[config.mk]
export PLATFORM = sky130hd
export DESIGN_NAME = command_line_tokenizer_top
export DESIGN_NICKNAME = d
export VERILOG_FILES = /design/src/hdl/clt_pkg.sv /design/src/hdl/clt_front.sv /design/src/hdl/clt_queue.sv /design/src/hdl/clt_back.sv /design/src/hdl/command_line_tokenizer_top.sv
export SDC_FILE = /design/constraint.sdc
export NUM_CORES = 1
export LEC_CHECK = 0
export ABC_AREA = 1
export BUFFER_PORTS_ARGS = -buffer_cell sky130_fd_sc_hd__buf_2
export CAP_MARGIN = 20
export CELL_PAD_IN_SITES_DETAIL_PLACEMENT = 2
export CELL_PAD_IN_SITES_GLOBAL_PLACEMENT = 2
export CORE_MARGIN = 2
export CORE_UTILIZATION = 40
export CTS_BUF_LIST = sky130_fd_sc_hd__clkbuf_8
export CTS_CLUSTER_SIZE = 10
export DETAILED_ROUTE_END_ITERATION = 8
export GPL_TIMING_DRIVEN = 0
export HOLD_SLACK_MARGIN = 0.08
export PLACE_DENSITY_LB_ADDON = 0.1
export SLEW_MARGIN = 20
export SYNTH_ARGS = -nofsm -noshare
export SYNTH_HDL_FRONTEND = slang
export SYNTH_SLANG_ARGS = --single-unit
[constraint.sdc]
create_clock -name clk -period 7.71 [get_ports clk]
set_input_delay 1.1565 -clock clk [delete_from_list [all_inputs] [get_ports clk]]
set_output_delay 1.1565 -clock clk [all_outputs]
set_load 0.02 [all_outputs]
[src/hdl/clt_pkg.sv]
`timescale 1ns / 1ps
`default_nettype none
// ----------------------------------------------------------------------------
// clt_pkg: shared types and constants for the command line tokenizer
// Result encoding, the per-request result bundle and queue sizing.
// ----------------------------------------------------------------------------
package clt_pkg;

  // result kinds
  localparam logic [1:0] KIND_BYTE      = 2'd0;
  localparam logic [1:0] KIND_TOKEN_END = 2'd1;
  localparam logic [1:0] KIND_LINE_END  = 2'd2;

  // configuration register indexes
  localparam logic REG_ESCAPE = 1'b0;
  localparam logic REG_WRAP   = 1'b1;

  // results one request can produce, and the bundle index width
  localparam int MaxRes = 4;
  localparam int ResW   = $clog2(MaxRes);

  // front-to-back queue
  localparam int QDepth = 4;
  localparam int QAw    = $clog2(QDepth);

  typedef struct packed {
    logic [7:0] data;
    logic [1:0] kind;
  } res_t;

  // all results of one request; last is the index of the final one
  typedef struct packed {
    logic [ResW-1:0]        last;
    res_t [MaxRes-1:0]      ent;
  } bundle_t;

endpackage
`default_nettype wire

[src/hdl/clt_front.sv]
`timescale 1ns / 1ps
`default_nettype none
// ----------------------------------------------------------------------------
// clt_front: tokenizer parse and escape front end
// Classifies each request and builds the bundle of results it causes.
// ----------------------------------------------------------------------------
module clt_front
  import clt_pkg::*;
(
  input  wire logic       clk,
  input  wire logic       rst,
  input  wire logic       cfg_we,
  input  wire logic       cfg_index,
  input  wire logic       cfg_data,
  input  wire logic       accept,
  input  wire logic [7:0] in_byte,
  input  wire logic       line_end,
  output logic            push,
  output bundle_t         push_data
);

  typedef enum logic [3:0] {
    M_IDLE, M_DQ, M_SQ, M_WORD, M_DASH, M_SHORT, M_DASH2, M_LONG,
    M_EQ, M_EQ_DQ, M_EQ_SQ, M_EQ_WORD
  } mode_t;

  typedef enum logic [1:0] {E_OUT, E_DQ, E_SQ} emode_t;

  localparam logic [7:0] CH_SPACE = 8'h20;
  localparam logic [7:0] CH_DQ    = 8'h22;
  localparam logic [7:0] CH_SQ    = 8'h27;
  localparam logic [7:0] CH_BSL   = 8'h5c;
  localparam logic [7:0] CH_DASH  = 8'h2d;
  localparam logic [7:0] CH_EQ    = 8'h3d;

  function automatic logic is_space(input logic [7:0] c);
    return (c == CH_SPACE) || (c >= 8'd9 && c <= 8'd13);
  endfunction

  function automatic logic is_name(input logic [7:0] c);
    return (c >= 8'h30 && c <= 8'h39) || (c >= 8'h61 && c <= 8'h7a) ||
           (c >= 8'h41 && c <= 8'h5a) || c == CH_DASH || c == 8'h5f;
  endfunction

  function automatic logic is_meta(input logic [7:0] c);
    return c == 8'h3c || c == 8'h3e || c == 8'h28 || c == 8'h29 ||
           c == 8'h3b || c == 8'h26 || c == 8'h7c;
  endfunction

  function automatic logic [7:0] unescape(input logic [7:0] c);
    logic [7:0] r;
    case (c)
      8'h72:   r = 8'd13;  // r
      8'h6e:   r = 8'd10;  // n
      8'h74:   r = 8'd9;   // t
      8'h61:   r = 8'd7;   // a
      default: r = c;
    endcase
    return r;
  endfunction

  logic   escape_enable, wrap_enable;
  mode_t  mode, mode_next;
  logic   after_bsl, after_bsl_next;
  emode_t esc_mode, esc_mode_next;
  logic   esc_pend, esc_pend_next;
  logic   tok_open, tok_open_next;

  logic       do_push, do_fin;
  logic [7:0] pch;
  logic [2:0] n;
  bundle_t    bun;

  always_comb begin
    mode_next      = mode;
    after_bsl_next = after_bsl;
    esc_mode_next  = esc_mode;
    esc_pend_next  = esc_pend;
    tok_open_next  = tok_open;
    do_push        = 1'b0;
    do_fin         = 1'b0;
    pch            = in_byte;
    n              = 3'd0;
    bun            = '0;

    // --- parse: decide push / finish and the next mode
    if (line_end) begin
      after_bsl_next = 1'b0;
      do_fin         = 1'b1;
      mode_next      = M_IDLE;
    end else if (after_bsl) begin
      after_bsl_next = 1'b0;
      do_push        = 1'b1;
      pch            = unescape(in_byte);
    end else begin
      case (mode)
        M_DQ, M_SQ: begin
          if (in_byte == CH_BSL) after_bsl_next = 1'b1;
          else if (in_byte == ((mode == M_DQ) ? CH_DQ : CH_SQ)) begin
            mode_next = M_IDLE;
            do_fin    = 1'b1;
          end else do_push = 1'b1;
        end
        M_WORD: begin
          if (is_space(in_byte)) begin
            mode_next = M_IDLE;
            do_fin    = 1'b1;
          end else if (in_byte != CH_DQ && in_byte != CH_SQ) do_push = 1'b1;
        end
        M_DASH: begin
          if (in_byte == CH_DASH) begin
            mode_next = M_DASH2;
            do_push   = 1'b1;
          end else if (is_name(in_byte)) begin
            mode_next = M_SHORT;
            do_push   = 1'b1;
          end else begin
            mode_next = M_IDLE;
            do_fin    = 1'b1;
          end
        end
        M_DASH2: begin
          if (is_name(in_byte)) begin
            mode_next = M_LONG;
            do_push   = 1'b1;
          end else begin
            mode_next = M_IDLE;
            do_fin    = 1'b1;
          end
        end
        M_SHORT, M_LONG: begin
          if (is_name(in_byte)) do_push = 1'b1;
          else begin
            mode_next = (in_byte == CH_EQ) ? M_EQ : M_IDLE;
            do_fin    = 1'b1;
          end
        end
        M_EQ: begin
          if (is_space(in_byte)) begin
            mode_next = M_IDLE;
            do_fin    = 1'b1;
          end else if (in_byte == CH_DQ) mode_next = M_EQ_DQ;
          else if (in_byte == CH_SQ) mode_next = M_EQ_SQ;
          else begin
            mode_next = M_EQ_WORD;
            do_push   = 1'b1;
          end
        end
        M_EQ_DQ, M_EQ_SQ: begin
          if (in_byte == ((mode == M_EQ_DQ) ? CH_DQ : CH_SQ)) begin
            mode_next = M_IDLE;
            do_fin    = 1'b1;
          end else do_push = 1'b1;
        end
        M_EQ_WORD: begin
          if (is_space(in_byte)) begin
            mode_next = M_IDLE;
            do_fin    = 1'b1;
          end else do_push = 1'b1;
        end
        default: begin
          // idle between tokens
          mode_next = M_IDLE;
          if (is_space(in_byte)) begin
            mode_next = M_IDLE;
          end else if (in_byte == CH_DASH) begin
            mode_next = M_DASH;
            do_push   = 1'b1;
          end else if (in_byte == CH_BSL) after_bsl_next = 1'b1;
          else if (in_byte == CH_DQ) mode_next = M_DQ;
          else if (in_byte == CH_SQ) mode_next = M_SQ;
          else if (in_byte == CH_EQ) mode_next = M_EQ;
          else begin
            mode_next = M_WORD;
            do_push   = 1'b1;
          end
        end
      endcase
    end

    // --- close the token; a pending escape backslash is dropped
    if (do_fin) begin
      if (tok_open) begin
        if (wrap_enable) begin
          bun.ent[n[ResW-1:0]] = '{data: CH_SQ, kind: KIND_BYTE};
          n = n + 3'd1;
        end
        bun.ent[n[ResW-1:0]] = '{data: 8'h00, kind: KIND_TOKEN_END};
        n = n + 3'd1;
      end
      tok_open_next = 1'b0;
      esc_mode_next = E_OUT;
      esc_pend_next = 1'b0;
    end

    // --- token byte, through the optional escape pass
    if (do_push) begin
      if (!tok_open) begin
        tok_open_next = 1'b1;
        esc_mode_next = E_OUT;
        esc_pend_next = 1'b0;
        if (wrap_enable) begin
          bun.ent[n[ResW-1:0]] = '{data: CH_SQ, kind: KIND_BYTE};
          n = n + 3'd1;
        end
      end
      if (!escape_enable) begin
        bun.ent[n[ResW-1:0]] = '{data: pch, kind: KIND_BYTE};
        n = n + 3'd1;
      end else if (esc_pend_next) begin
        esc_pend_next = 1'b0;
        bun.ent[n[ResW-1:0]] = '{data: CH_BSL, kind: KIND_BYTE};
        n = n + 3'd1;
        bun.ent[n[ResW-1:0]] = '{data: pch, kind: KIND_BYTE};
        n = n + 3'd1;
      end else if (pch == CH_BSL) begin
        esc_pend_next = 1'b1;
      end else begin
        case (esc_mode_next)
          E_DQ: begin
            if (pch == CH_DQ) esc_mode_next = E_OUT;
          end
          E_SQ: begin
            if (pch == CH_SQ) begin
              esc_mode_next = E_OUT;
              if (wrap_enable) begin
                bun.ent[n[ResW-1:0]] = '{data: CH_BSL, kind: KIND_BYTE};
                n = n + 3'd1;
              end
            end
          end
          default: begin
            esc_mode_next = E_OUT;
            if (is_meta(pch)) begin
              bun.ent[n[ResW-1:0]] = '{data: CH_BSL, kind: KIND_BYTE};
              n = n + 3'd1;
            end else if (pch == CH_DQ) begin
              esc_mode_next = E_DQ;
            end else if (pch == CH_SQ) begin
              esc_mode_next = E_SQ;
              bun.ent[n[ResW-1:0]] = '{data: CH_BSL, kind: KIND_BYTE};
              n = n + 3'd1;
            end
          end
        endcase
        bun.ent[n[ResW-1:0]] = '{data: pch, kind: KIND_BYTE};
        n = n + 3'd1;
      end
    end

    if (line_end) begin
      bun.ent[n[ResW-1:0]] = '{data: 8'h00, kind: KIND_LINE_END};
      n = n + 3'd1;
    end

    bun.last = ResW'(n - 3'd1);
  end

  assign push      = accept && (n != 3'd0);
  assign push_data = bun;

  always_ff @(posedge clk) begin
    if (rst) begin
      escape_enable <= 1'b1;
      wrap_enable   <= 1'b0;
    end else if (cfg_we) begin
      if (cfg_index == REG_ESCAPE) escape_enable <= cfg_data;
      else                         wrap_enable   <= cfg_data;
    end
  end

  always_ff @(posedge clk) begin
    if (rst) begin
      mode      <= M_IDLE;
      after_bsl <= 1'b0;
      esc_mode  <= E_OUT;
      esc_pend  <= 1'b0;
      tok_open  <= 1'b0;
    end else if (accept) begin
      mode      <= mode_next;
      after_bsl <= after_bsl_next;
      esc_mode  <= esc_mode_next;
      esc_pend  <= esc_pend_next;
      tok_open  <= tok_open_next;
    end
  end

endmodule
`default_nettype wire

[src/hdl/clt_queue.sv]
`timescale 1ns / 1ps
`default_nettype none
// ----------------------------------------------------------------------------
// clt_queue: result bundle queue
// Small register FIFO between the front end and the output sequencer.
// ----------------------------------------------------------------------------
module clt_queue
  import clt_pkg::*;
(
  input  wire logic    clk,
  input  wire logic    rst,
  input  wire logic    push,
  input  wire bundle_t push_data,
  input  wire logic    pop,
  output bundle_t      pop_data,
  output logic         full,
  output logic         empty
);

  bundle_t         mem [QDepth];
  logic [QAw-1:0]  wr_ptr, rd_ptr;
  logic [QAw:0]    count;

  assign full     = (count == (QAw+1)'(QDepth));
  assign empty    = (count == '0);
  assign pop_data = mem[rd_ptr];

  always_ff @(posedge clk) begin
    if (push) mem[wr_ptr] <= push_data;
  end

  always_ff @(posedge clk) begin
    if (rst) begin
      wr_ptr <= '0;
      rd_ptr <= '0;
      count  <= '0;
    end else begin
      if (push) wr_ptr <= wr_ptr + 1'b1;
      if (pop)  rd_ptr <= rd_ptr + 1'b1;
      case ({push, pop})
        2'b10:   count <= count + 1'b1;
        2'b01:   count <= count - 1'b1;
        default: count <= count;
      endcase
    end
  end

endmodule
`default_nettype wire

[src/hdl/clt_back.sv]
`timescale 1ns / 1ps
`default_nettype none
// ----------------------------------------------------------------------------
// clt_back: output sequencer
// Steps through each queued bundle, one result per accepted output cycle.
// ----------------------------------------------------------------------------
module clt_back
  import clt_pkg::*;
(
  input  wire logic       clk,
  input  wire logic       rst,
  input  wire bundle_t    q_data,
  input  wire logic       q_empty,
  output logic            q_pop,
  output logic            out_valid,
  input  wire logic       out_stall,
  output logic [7:0]      out_byte,
  output logic [1:0]      out_kind,
  output logic            last_of_run
);

  bundle_t         cur;
  logic            cur_valid;
  logic [ResW-1:0] idx;
  logic            out_acc, at_last;

  assign out_acc = cur_valid && !out_stall;
  assign at_last = (idx == cur.last);
  assign q_pop   = !q_empty && (!cur_valid || (out_acc && at_last));

  assign out_valid   = cur_valid;
  assign out_byte    = cur.ent[idx].data;
  assign out_kind    = cur.ent[idx].kind;
  assign last_of_run = at_last;

  always_ff @(posedge clk) begin
    if (q_pop) cur <= q_data;
  end

  always_ff @(posedge clk) begin
    if (rst) begin
      cur_valid <= 1'b0;
      idx       <= '0;
    end else if (q_pop) begin
      cur_valid <= 1'b1;
      idx       <= '0;
    end else if (out_acc) begin
      if (at_last) cur_valid <= 1'b0;
      else         idx       <= idx + 1'b1;
    end
  end

endmodule
`default_nettype wire

[src/hdl/command_line_tokenizer_top.sv]
`timescale 1ns / 1ps
`default_nettype none
// ----------------------------------------------------------------------------
// command_line_tokenizer_top: shell style command line tokenizer
// Splits a byte stream into tokens with quoting, escapes and option forms.
// ----------------------------------------------------------------------------
// Path: the results of an accepted request are written into the queue as one
//   bundle, then loaded into the output sequencer's bundle register and presented.
// Throughput: one request per cycle into the front end while the queue is not
//   full; results leave at one per cycle while out_stall is low.
//   The output sequencer sets the sustained rate; the 4-deep queue holds the
//   result bundles of up to four requests, each of up to four results.
// Reset (rst, synchronous): parser idle between tokens, queue empty,
//   escape_enable = 1, wrap_enable = 0.
// ----------------------------------------------------------------------------
module command_line_tokenizer_top
  import clt_pkg::*;
(
  input  wire logic       clk,
  input  wire logic       rst,
  // configuration write port
  input  wire logic       cfg_we,
  input  wire logic       cfg_index,
  input  wire logic       cfg_data,
  // request channel
  input  wire logic       in_valid,
  output logic            in_stall,
  input  wire logic [7:0] in_byte,
  input  wire logic       line_end,
  // result channel
  output logic            out_valid,
  input  wire logic       out_stall,
  output logic [7:0]      out_byte,
  output logic [1:0]      out_kind,
  output logic            last_of_run
);

  logic    accept;
  logic    push, pop, q_full, q_empty;
  bundle_t push_data, pop_data;

  // The front end stalls only when the queue is full; it never waits on the
  // output side directly.
  assign in_stall = q_full;
  assign accept   = in_valid && !q_full;

  // Front: parser state machine plus escape pass, one request per accepted cycle.
  // Requests that cause no result (spaces, discarded quotes) push nothing.
  clt_front u_front (
    .clk       (clk),
    .rst       (rst),
    .cfg_we    (cfg_we),
    .cfg_index (cfg_index),
    .cfg_data  (cfg_data),
    .accept    (accept),
    .in_byte   (in_byte),
    .line_end  (line_end),
    .push      (push),
    .push_data (push_data)
  );

  // Decoupling queue of result bundles.
  clt_queue u_queue (
    .clk       (clk),
    .rst       (rst),
    .push      (push),
    .push_data (push_data),
    .pop       (pop),
    .pop_data  (pop_data),
    .full      (q_full),
    .empty     (q_empty)
  );

  // Back: serializes each bundle onto the result channel.
  clt_back u_back (
    .clk         (clk),
    .rst         (rst),
    .q_data      (pop_data),
    .q_empty     (q_empty),
    .q_pop       (pop),
    .out_valid   (out_valid),
    .out_stall   (out_stall),
    .out_byte    (out_byte),
    .out_kind    (out_kind),
    .last_of_run (last_of_run)
  );

endmodule
`default_nettype wire

==> results.py <==
metrics = {
    "synthesis": {
        "yosysSeqAreaShare": 0.572,
        "synth_cells": 1205,
        "yosys_warnings": 0,
        "synth.distinct_cells": 51,
        "syn_area_um2": 11200,
        "async_flop_share": 0,
        "synth_fp_nets": 1243,
        "yosys_most_used_dff": "edfxtp_1",
        "synth_edf_count": 200,
        "synth_seq_cells": 221,
        "synth_area_per_cell_um2": 9.33,
    },
    "clock_tree": {
        "numClockSinks": 221,
        "clk_pin_slew_worst_paths_ns": 0.07,
        "cts_buffer_depth": 3,
        "cts_root_buffer": "clkbuf_8",
        "h-tree-depth": 2,
        "cts_tree": "built",
        "insertion_delay_ns": 0.53,
        "numCtsBuffers": 38,
    },
    "sta": {
        "rsz0062_at_grt": "no",
        "skew_ns": 0.0212,
        "min_period_ns": 7.17,
        "hold_ws_ns": 0.487,
        "max_freq_ghz": 0.139,
        "setup_viol": 0,
        "hold_viol_final": 0,
        "drv_slew": 0,
        "max-slew-margin-rel": 0.230,
        "tightestPinTransition_ns": 1.15,
        "setup_slack_ns": 0.539,
        "period_share": 0.930,
        "finalSetupTns_ns": 0,
    },
    "worst_setup_path": {
        "end_kind": "flop",
        "crit_start": "in_byte[7]",
        "worstPathRequired_ns": 8.12,
        "slowest_delay_ns": 0.43,
        "worstReg2RegStart": "u_front.mode[0]",
        "startpoint_type": "primary input",
        "path_class": "primary input to flop",
        "crit_arrival_ns": 7.58,
        "crit_fanout": 6,
        "crit_slowest_cell": "fa_1",
        "path_common_cell": "nand2_1",
    },
    "layout": {
        "final_core_util": 0.465,
        "final_design_area_no_fill_um2": 12900,
        "diodes": 0,
        "layout_commonest_cell": "edfxtp_1",
        "most-common-layout-cells": "edfxtp_1, nor2_1, o21ai_0",
        "final_nets": 1318,
        "fill_cells": 3004,
        "final_layout_size_suffix_gt1_frac": 0.128,
        "syn2layout_area_growth_pct": 14.6,
        "final_cells": 1687,
    },
    "route": {
        "via_per_inst": 5.74,
        "routed_wl_um": 43400,
        "num_vias": 9690,
        "first_pass_iters": 5,
        "wire_per_inst_um": 25.7,
        "drcViolationCount": 0,
        "antenna_left": 0,
        "drt_iter0_drc": 732,
    },
    "pwr": {
        "p_int_mw": 2.81,
        "seq_power_share": 0.403,
        "irDropWorstVdd_mv": 0.131,
        "switching_power_mw": 1.86,
        "p_leak_nw": 4.99,
        "clkPwrFrac": 0.250,
        "combPwrFrac": 0.347,
        "swShare": 0.398,
        "power.density_nw_per_um2": 362,
        "total_power_mw": 4.67,
    },
    "floorplan": {
        "die_area_um2": 29500,
        "rows": 61,
        "die_width_um": 172,
        "io_pins": 29,
        "die_y_um": 172,
        "coreArea_um2": 27700,
        "start_util": 0.406,
    },
    "placement": {
        "placed_area_um2": 12000,
        "place_inst": 1614,
        "place_congestion": 0.908,
        "port_buffers": 24,
        "dp_hpwl_um": 31500,
        "post-place-ws_ns": -0.106,
    },
    "global_routing": {
        "grt.overflow.total": 0,
        "grt_antenna_before_repair": 0,
        "grt_first_pass_wirelength_um": 65500,
        "grt_max_degree": 30,
        "grt_use_total": 0.300,
        "first_global_vias": 10500,
    },
    "worst_hold_path": {
        "hold_path_startpoint": "u_front.esc_mode[1]",
        "min_path_type": "flop to flop",
    },
    "outcome": {
        "status": "finished, final reports clean",
    },
    "run": {
        "drv_cap": 0,
    },
}
-- flip-flops by register name (all words and copies together) (netlist names) --
signal,count
u_back.idx,2
u_front.escape_enable,1
u_queue.mem,160
u_front.after_bsl,1
u_front.wrap_enable,1
u_front.tok_open,1
u_front.mode,4
u_front.esc_pend,1
u_queue.wr_ptr,2
u_back.cur,40
u_back.out_valid,1
u_front.esc_mode,2
u_queue.rd_ptr,2
u_queue.count,3
-- Yosys cell counts (all sizes together), types with 2 or more instances --
| cell type | instances | area share |
|---|---|---|
| buf | 15 | 0.0072 |
| inv | 117 | 0.040 |
| a2111oi | 3 | 0.0027 |
| nor3 | 12 | 0.0068 |
| clkbuf | 32 | 0.011 |
| nor4 | 2 | 0.0011 |
| nand4 | 6 | 0.0033 |
| o22ai | 55 | 0.031 |
| nor2 | 195 | 0.069 |
| dfxtp | 21 | 0.037 |
| clkinv | 5 | 0.0017 |
| edfxtp | 200 | 0.53 |
| o221ai | 2 | 0.0016 |
| nand2 | 197 | 0.073 |
| o21a | 2 | 0.0013 |
| a31oi | 6 | 0.0033 |
| a21oi | 66 | 0.030 |
| o21ai | 192 | 0.088 |
| or2 | 3 | 0.0017 |
| a211oi | 8 | 0.0053 |
| o2111ai | 2 | 0.0016 |
| ha | 21 | 0.023 |
| nand3 | 29 | 0.015 |
| o211ai | 3 | 0.0020 |
| a22oi | 2 | 0.0013 |
-- final cells by class --
class | count | area [um^2] | share of cell area
Multi-Input combinational cell | 815 | 4180 | 0.325
Clock buffer | 43 | 592 | 0.0459
Timing Repair Buffer | 35 | 320 | 0.0249
Inverter | 122 | 467 | 0.0362
Tap cell | 378 | 473 | 0.0367
Clock inverter | 26 | 224 | 0.0174
Sequential cell | 221 | 6430 | 0.499
Buffer | 47 | 201 | 0.0156
-- metal layers --
metal  vias up  global-route usage  wire length (um)
met1      4976               0.372             18400
met2       256               0.537             22000
met3        87              0.0354              1570
met4         0               0.109              1430
met5         -                   0                 0
li1       4371                   -                 -
-- critical path: cells and delay by family --
family,cells,cell delay (ns)
AO/OA/AOI/OAI,12,2.12
buffers and inverters,7,0.75
adder cells (fa/ha/maj),6,1.74
AND/OR/NAND/NOR,13,1.80
-- final timing paths --
check	end	slack (ns)	cells after the start
setup reg to reg	u_queue.count[2]	1.23	36
hold / removal	u_front.esc_mode[1]	0.49	2
setup / recovery	u_queue.count[2]	0.54	38
hold reg to reg	u_front.esc_mode[1]	0.49	2
-- cells by family after synthesis --
group / count (synthesis) / synth area share
and+or+nand+nor: 447 / 0.173
DFF: 221 / 0.572
adders and majority gates: 22 / 0.0252
xor gates and xnor gates: 1 / 0.000779
AOI/OAI and AO/OA: 345 / 0.171
buffers and inverters: 169 / 0.0591
-- timing repair --
action / CTS / global route
hold buffers: 0 / 0
gates resized for setup: 0 / 2
endpoints found under the setup margin: 0 / 1
buffers inserted: 0 / 4
-- power by group through the flow --
stage / clock network [mW] / registers [mW] / logic, mW
6_report: 1.17 / 1.88 / 1.62
5_1_grt: 1.23 / 1.90 / 1.76
4_1_cts: 1.18 / 1.88 / 1.61
3_5_place_dp: 0 / 1.90 / 1.59
3_3_place_gp: 0 / 1.88 / 1.40
2_1_floorplan: 0 / 1.82 / 0.925
No activity file was read; power rests on OpenSTA's default activity.
